[src/sv/eab_pkg.sv]
`timescale 1ns / 1ps
`default_nettype none
// ----------------------------------------------------------------------------
// Euler angle basis package
// Shared widths, defaults, pipeline depths and beat types of the block.
// ----------------------------------------------------------------------------
package eab_pkg;

  localparam int SINE_STEPS_DEF    = 1024;
  localparam int OUT_FRAC_BITS_DEF = 14;

  localparam int ANGLE_W = 16;
  localparam int COMP_W  = 16;

  localparam int TAYLOR_TERMS = 8;

  localparam int IDX_STAGES   = 5;
  localparam int SINE_STAGES  = 7 + 3 * TAYLOR_TERMS;
  localparam int MERGE_STAGES = 3;

  typedef struct packed {
    logic signed [ANGLE_W-1:0] pitch_deg;
    logic signed [ANGLE_W-1:0] yaw_deg;
    logic signed [ANGLE_W-1:0] roll_deg;
  } angles_t;

  typedef struct packed {
    logic signed [COMP_W-1:0] forward_x;
    logic signed [COMP_W-1:0] forward_y;
    logic signed [COMP_W-1:0] forward_z;
    logic signed [COMP_W-1:0] up_x;
    logic signed [COMP_W-1:0] up_y;
    logic signed [COMP_W-1:0] up_z;
    logic signed [COMP_W-1:0] right_x;
    logic signed [COMP_W-1:0] right_y;
    logic signed [COMP_W-1:0] right_z;
  } basis_t;

endpackage
`default_nettype wire

[src/sv/eab_angle_index.sv]
`timescale 1ns / 1ps
`default_nettype none
// ----------------------------------------------------------------------------
// Angle to table index
// Reduces one angle modulo a full turn and rounds it to the nearest sine
// table position; also gives the position a quarter turn ahead for cosine.
// ----------------------------------------------------------------------------
module eab_angle_index #(
  parameter int SINE_STEPS = eab_pkg::SINE_STEPS_DEF,
  localparam int IW = $clog2(SINE_STEPS)
) (
  input  logic                               clk,
  input  logic                               en,
  input  logic signed [eab_pkg::ANGLE_W-1:0] angle,
  output logic        [IW-1:0]               sin_idx,
  output logic        [IW-1:0]               cos_idx
);

  localparam int NW   = $clog2(SINE_STEPS + 1);
  localparam int NUMW = 15 + NW;
  localparam int HW   = NUMW - 9;
  localparam logic        [NW-1:0]   NC       = NW'(SINE_STEPS);
  localparam logic signed [16:0]     TURN     = 17'sd23040;
  localparam logic signed [16:0]     TWO_TURN = 17'sd46080;
  localparam logic        [NUMW-1:0] HALF     = NUMW'(11520);
  localparam logic        [5:0]      ODD_DIV  = 6'd45;
  localparam longint                 M45_L    = (longint'(1) << HW) / 45;
  localparam logic        [NW:0]     M45      = (NW + 1)'(M45_L);
  localparam logic        [IW:0]     NCI      = (IW + 1)'(SINE_STEPS);
  localparam logic        [IW:0]     QTRI     = (IW + 1)'(SINE_STEPS / 4);

  logic signed [16:0]      ax;
  logic        [14:0]      am_next;
  logic        [14:0]      am;
  logic        [NUMW-1:0]  prod;
  logic        [NUMW-1:0]  num;
  logic        [HW-1:0]    hn;
  logic        [HW+NW:0]   prod2;
  logic        [HW-1:0]    h;
  logic        [NW-1:0]    q0;
  logic        [HW-1:0]    qd;
  logic        [HW-1:0]    rem;
  logic        [NW-1:0]    qv;
  logic        [IW-1:0]    idx;
  logic        [IW:0]      csum;

  always_comb begin
    ax = 17'(angle);
    if (ax < -TURN) begin
      am_next = 15'(ax + TWO_TURN);
    end else if (ax < 0) begin
      am_next = 15'(ax + TURN);
    end else if (ax >= TURN) begin
      am_next = 15'(ax - TURN);
    end else begin
      am_next = 15'(ax);
    end
  end

  assign prod  = am * NC;
  assign hn    = num[NUMW-1:9];
  assign prod2 = hn * M45;
  assign qd    = q0 * ODD_DIV;
  assign rem   = h - qd;
  assign qv    = (rem >= HW'(ODD_DIV)) ? q0 + NW'(1) : q0;
  assign csum  = {1'b0, idx} + QTRI;

  always_ff @(posedge clk) begin
    if (en) begin
      am      <= am_next;
      num     <= prod + HALF;
      h       <= hn;
      q0      <= prod2[HW+NW-1:HW];
      idx     <= (qv == NC) ? '0 : IW'(qv);
      sin_idx <= idx;
      cos_idx <= (csum >= NCI) ? IW'(csum - NCI) : IW'(csum);
    end
  end

endmodule
`default_nettype wire

[config.mk]
export PLATFORM = sky130hd
export DESIGN_NAME = eab_angle_index
export DESIGN_NICKNAME = d
export VERILOG_FILES = /design/src/sv/eab_pkg.sv /design/src/sv/eab_angle_index.sv
export SDC_FILE = /design/constraint.sdc
export NUM_CORES = 1
export LEC_CHECK = 0
export ABC_AREA = 1
export BUFFER_PORTS_ARGS = -buffer_cell sky130_fd_sc_hd__clkbuf_2
export CORE_ASPECT_RATIO = 0.8
export CORE_MARGIN = 2
export CORE_UTILIZATION = 45
export CTS_CLUSTER_SIZE = 12
export DETAILED_ROUTE_END_ITERATION = 8
export PLACE_DENSITY = 0.66
export SLEW_MARGIN = 40
export SYNTH_ARGS = -nofsm -noshare
export SYNTH_HDL_FRONTEND = slang
export SYNTH_SLANG_ARGS = --single-unit
[constraint.sdc]
create_clock -name clk -period 6.8 [get_ports clk]
set_clock_uncertainty 0.2 [all_clocks]
set_input_delay 0.68 -clock clk [delete_from_list [all_inputs] [get_ports clk]]
set_output_delay 0.68 -clock clk [all_outputs]
set_load 0.1 [all_outputs]
# --- After elaboration in Yosys (flattened, before gate mapping) ---
# Index checks and enable logic that the tools add are counted.
# W data, S select, Z words.
totals:
  register_bits: 99
  in_bits: 18
  out_inout_bits: 20
  word_cells: 28
op_classes:
  add_sub_neg: 8
  mul: 2
  magnitude_cmp: 5
  n_eq_ne: 1
  n_mux: 5
ops:
  columns: ["op", "count"]
  rows:
  - ["$mux W15", 3]
  - ["$add A15 B15 Y15 const B", 2]
  - ["$add A25 B14 Y26 const B", 1]
  - ["$mul A17 B7 Y23 const B", 1]
  - ["$ge A17 B6 Y1 const B", 1]
  - ["$mul A11 B6 Y17 const B", 1]
  - ["$sub A17 B17 Y17", 1]
  - ["$ge A16 B16 Y1 const B", 1]
  - ["$lt A16 B1 Y1 const B", 1]
  - ["$lt A16 B16 Y1 const B", 1]
  - ["$sub A15 B15 Y15 const B", 1]
  - ["$add A10 B9 Y11 const B", 1]
  - ["$add A11 B1 Y11 const B", 1]
  - ["$eq A11 B11 Y1 const B", 1]
  - ["$ge A11 B11 Y1 const B", 1]
  - ["$mux W11", 1]
  - ["$mux W10", 1]
  - ["$sub A10 B1 Y10 const B", 1]

# --- Longest topological paths before layout ---
logic_depth:
  word_depth: 5
  ltp_mapped: 25

# --- Worst setup path after synthesis ---
# Ideal clock, no wire load.
synth_path:
  path_type: "register -> register"
  from: "reg q0[5]"
  to: "reg idx[2], data pin"
  setup_ns: 0.253
  arrival_ns: 3.860
  required_ns: 6.347
  setup_slack_ns: 2.487
  path_stages_with_launch: 23
  path_buffers: 0
  path_cell_list: "edfxtp_1 ha_1 inv_1 fa_1 inv_1 fa_1 fa_1 inv_1 ha_1 nand2_1 inv_1 a21oi_1 nand2_2 nand2_1 nand2_1 nand2_1 nand2_1 nor2_1 nand2_1 nor2_2 o211ai_2 nand2_1 nand2_1"
synth_between:
  elab_chain_cells: 5
  elab_cells_between_ends: 6
synth_rtl:
  columns: ["element", "line", "text"]
  rows:
  - ["start: declaration", "eab_angle_index.sv:40", "logic [NW-1:0] q0;"]
  - ["start signal: assignment", "eab_angle_index.sv:73", "q0 <= prod2[HW+NW-1:HW];"]
  - ["$mul A11 B6 Y17", "eab_angle_index.sv:63", "assign qd = q0 * ODD_DIV;"]
  - ["$sub A17 B17 Y17", "eab_angle_index.sv:64", "assign rem = h - qd;"]
  - ["$ge A17 B6 Y1", "eab_angle_index.sv:65", "assign qv = (rem >= HW'(ODD_DIV)) ? q0 + NW'(1) : q0;"]
  - ["$mux W11 (*)", "eab_angle_index.sv:65", null]
  - ["$eq A11 B11 Y1", "eab_angle_index.sv:74", "idx <= (qv == NC) ? '0 : IW'(qv);"]
  - ["end signal: assignment", "eab_angle_index.sv:74", null]
  - ["end: declaration", "eab_angle_index.sv:44", "logic [IW-1:0] idx;"]
# Every way passes the cells marked *; elsewhere a longest branch is shown, timed or not.
# A chain may end at the register's enable or synchronous reset.

# --- Final worst setup path ---
layout_path:
  from: "reg q0[7]"
  to: "reg idx[2], data pin"
# Same word-level chain as after synthesis.

==> results by stage <==
Clocking:
- The number of gates resized after CTS is 0.
- The TritonCTS clock tree is built.
- At the later pin of the worst-skew pair, clock insertion delay measures 350 ps.
- The clock tree synthesis step divided the H-tree into 3 levels.
- The number of buffers added for setup after CTS is 0.
- The number of CTS-inserted buffers is 9.
- After clock tree synthesis, the clock-pin slew on the worst setup and hold paths is 50 ps.
- After clock tree synthesis, the flow added hold-fix buffers numbering 0.
- The clock sink count is 80.
- The largest buffer count on any clock path is 2.
- The tree is rooted in a sky130_fd_sc_hd__clkbuf_16.

Layout:
- The number of antenna cells inserted is 0.
- After routing the design area is 0.008721 mm2.
- The most common cell after layout, fill and taps aside is sky130_fd_sc_hd__inv_1.
- In the final layout, the share of cells above drive strength 1 is 0.06351.
- The share of the core filled with cells is 0.5003.
- The filler cells instantiated in the layout total 1673.
- Excluding fillers, the count of instances in the completed layout stands at 1217.
- The total number of nets in the final design is 1167.
- Summing all flip-flop and latch instances after layout gives 0.002402 mm2.
- The area added between synthesis and finish is 8.348%.
- In the layout the commonest cells are sky130_fd_sc_hd__inv_1 (235), sky130_fd_sc_hd__nand2_1 (214), sky130_fd_sc_hd__ha_1 (98).
- The multi-input combinational cells in the finished layout cover a total of 0.004697 mm2.

Hold path:
- The path category of the worst min-delay check is register to register.

Status:
- The flow ran to the end, and the final reports show no timing, DRC or antenna violations.

Global route:
- The initial antenna violation count is 0.
- The global router's overall resource usage is 0.1741.
- The first global-routing pass estimated 26410 um of wire.
- The number of global-route vias before repair is 5792.
- The maximum number of pins on one net before global-route repair is 73.
- The overall overflow remaining after global route is 0.

Timing:
- The final period demand of the worst path is 4854 ps.
- After routing, the total negative slack on setup checks comes to 0 ps.
- The number of slew-limit violations in the final report was 0.
- The number of hold violations in the final report is 0.
- Dividing the final minimum period by the clock period gives 0.7138.
- Setup repair after global routing left no endpoint under its margin.
- Setup violations remaining at the end of the flow were counted as 0.
- In this run the tightest slew margin relative to its limit is 0.5078.
- The highest clock frequency the design can meet is 206.0 MHz.
- For the pin with the worst max-slew slack, the measured transition is 733.0 ps.

Critical path:
- The category of the worst setup path capture point is a register.
- The total buffers and inverters traversed by the critical path is 4.
- The signal on the critical path passes through ha_1, inv_1, fa_1, inv_1, fa_1, fa_1, inv_1, ha_1, nand2_1, inv_1, nand2_1, nand2_1, a21oi_1, nand2_1, nand2_1, nand2_1, nor2_1, nand2_1, nor2_2, o211ai_2, nand2_1, nand2_1.
- STA classifies the critical path startpoint as a register.
- Data on the critical path arrives at its endpoint at 4750 ps.
- The critical-path cell with the highest stage delay is sky130_fd_sc_hd__fa_1.
- The highest cell delay on the worst timing path is 540 ps.
- The classification of the worst setup path is register to register.
- The kind of cell with the highest combined delay on the critical path is adder cells.
- The dominant cell type by count on the critical path is sky130_fd_sc_hd__nand2_1.
- STA puts the critical path data required time at 6700 ps.
- The largest fanout of any net on the critical path is 5.

Die:
- The die area is 0.01898 mm2.
- The initial standard-cell utilization of the core is 0.4617.
- The width of the die is 153.5 um.
- The number of primary I/O pins is 38.
- The vertical die dimension is 123.6 um.
- After floorplanning, the core was sized to cover 0.01743 mm2.
- The floorplan row count is 43.

Synthesis:
- The number of synthesized register bits is 80.
- After synthesis, the cell types taking the most area are sky130_fd_sc_hd__edfxtp_1 (30%), sky130_fd_sc_hd__fa_1 (15%), sky130_fd_sc_hd__ha_1 (15%).
- The number of distinct library cells after synthesis is 34.
- Of the post-synthesis cell area, the dominant cell type holds 0.2985.
- The average cell area after synthesis is 8.490 um2.
- The count of synthesis-stage warnings from yosys is 0.
- The biggest area contributor in the post-synthesis netlist is sky130_fd_sc_hd__edfxtp_1.
- After synthesis the cells add up to 0.008049 mm2.
- Of the synthesized area, sequential elements account for 0.2985.
- The number of instances in the synthesized netlist is 948.
- Counting every net in the synthesized netlist gives 1126.

Run:
- The max capacitance violation total is 0.

Placement:
- The HPWL after detailed placement is 13070 um.
- Summing all placed instances gives a cell area of 0.008469 mm2.
- The cell count after placement is 1203.
- The weighted congestion reported at the end of routability-driven placement is 0.8895.
- The number of input and output port buffers inserted is 37.

Route:
- The detail route stage leaves a number of antenna-violating nets equal to 0.
- The total length of routed wires is 15590 um.
- The number of design-rule violations left by the first detailed-router iteration is 254.
- Dividing the detail-routed via count by the number of cells gives 4.777.
- The DRC violations left is 0.
- The first detailed-routing pass ran for 4 iterations.
- The detailed router placed 5814 vias in this run.
- The average wire length per cell after detail routing is 12.81 um.
[cells by family after synthesis]
family / count (synthesis) / share of synthesized area
compound gates: 62 / 0.04259
xor+xnor: 45 / 0.04990
fa+ha+maj: 160 / 0.3065
buf+inv: 245 / 0.1180
flops: 80 / 0.2985
simple gates: 356 / 0.1845
[synthesized netlist by cell type]
cell	number
sky130_fd_sc_hd__nand4_1	6
sky130_fd_sc_hd__nor2_2	2
sky130_fd_sc_hd__nand3b_1	2
sky130_fd_sc_hd__nor4_1	3
sky130_fd_sc_hd__a211oi_1	1
sky130_fd_sc_hd__nor2_1	57
sky130_fd_sc_hd__ha_1	98
sky130_fd_sc_hd__a21o_1	2
sky130_fd_sc_hd__xor2_2	1
sky130_fd_sc_hd__and2_1	2
sky130_fd_sc_hd__nand2_1	214
sky130_fd_sc_hd__xnor2_1	12
sky130_fd_sc_hd__o211ai_1	1
sky130_fd_sc_hd__and3_1	1
sky130_fd_sc_hd__nand3_1	49
sky130_fd_sc_hd__a31oi_1	1
sky130_fd_sc_hd__o211ai_2	1
sky130_fd_sc_hd__o21ai_0	15
sky130_fd_sc_hd__nand2_2	3
sky130_fd_sc_hd__nand3_2	2
sky130_fd_sc_hd__nor3_1	14
sky130_fd_sc_hd__xor2_1	32
sky130_fd_sc_hd__o2111ai_1	1
sky130_fd_sc_hd__inv_2	2
sky130_fd_sc_hd__a21boi_0	1
sky130_fd_sc_hd__edfxtp_1	80
sky130_fd_sc_hd__fa_1	62
sky130_fd_sc_hd__a21oi_1	35
sky130_fd_sc_hd__o21ai_1	1
sky130_fd_sc_hd__buf_4	8
sky130_fd_sc_hd__o31ai_1	2
sky130_fd_sc_hd__o21bai_1	1
sky130_fd_sc_hd__nor2_4	1
sky130_fd_sc_hd__inv_1	235
[metal layers]
| metal | global-route usage | share of wire | up-vias |
|---|---|---|---|
| met3 | 0.03584 | 0.044 | 21 |
| li1 | - | - | 3029 |
| met1 | 0.2331 | 0.48 | 2659 |
| met2 | 0.2892 | 0.45 | 105 |
| met5 | 0 | 0 | - |
| met4 | 0.05218 | 0.020 | 0 |
[per-stage QoR]
step           worst slack (ps)  hold slack (ps)
6_report                   1946            218.5
5_1_grt                    1623            224.0
4_1_cts                    1933            221.0
3_5_place_dp               1938            204.5
3_3_place_gp               2056            203.2
2_1_floorplan              2487            200.3
[state kept, by name (all words and copies together) (netlist names)]
signal / count
am: 15
cos_idx: 2
num: 16
idx: 10
h: 16
sin_idx: 10
q0: 11
[layout make-up]
| cell class | count | area share |
|---|---|---|
| clock buffers | 9 | 0.02582 |
| clock inverters | 5 | 0.003013 |
| inverters | 237 | 0.1020 |
| multi-input cells | 623 | 0.5386 |
| flip-flops and latches | 80 | 0.2755 |
| well taps | 225 | 0.03228 |
| repair buffers | 38 | 0.02281 |
[final timing paths]
path | startpoint | end | slack [ps] | cells past startpoint
worst min-delay path | idx[2]$_SDFFCE_PN0P_ | sin_idx[2]$_DFFE_PP_ | 220 | 0
worst min register to register | idx[2]$_SDFFCE_PN0P_ | sin_idx[2]$_DFFE_PP_ | 220 | 0
worst max-delay path | q0[7]$_DFFE_PP_ | idx[2]$_SDFFCE_PN0P_ | 1950 | 22
worst max register to register | q0[7]$_DFFE_PP_ | idx[2]$_SDFFCE_PN0P_ | 1950 | 22
[worst reg2reg max path, cell delays in order, from the launching register on]
cell,delay [ps]
sky130_fd_sc_hd__edfxtp_1,480
sky130_fd_sc_hd__ha_1,390
sky130_fd_sc_hd__inv_1,80
sky130_fd_sc_hd__fa_1,540
sky130_fd_sc_hd__inv_1,50
sky130_fd_sc_hd__fa_1,470
sky130_fd_sc_hd__fa_1,510
sky130_fd_sc_hd__inv_1,40
sky130_fd_sc_hd__ha_1,350
sky130_fd_sc_hd__nand2_1,160
sky130_fd_sc_hd__inv_1,50
sky130_fd_sc_hd__nand2_1,70
sky130_fd_sc_hd__nand2_1,70
sky130_fd_sc_hd__a21oi_1,280
sky130_fd_sc_hd__nand2_1,120
sky130_fd_sc_hd__nand2_1,80
sky130_fd_sc_hd__nand2_1,50
sky130_fd_sc_hd__nor2_1,90
sky130_fd_sc_hd__nand2_1,70
sky130_fd_sc_hd__nor2_2,140
sky130_fd_sc_hd__o211ai_2,160
sky130_fd_sc_hd__nand2_1,110
sky130_fd_sc_hd__nand2_1,50
Power is left out: the tool's default activity adds up to more than one toggle a clock period on the data nets, which glitch-free logic cannot reach.
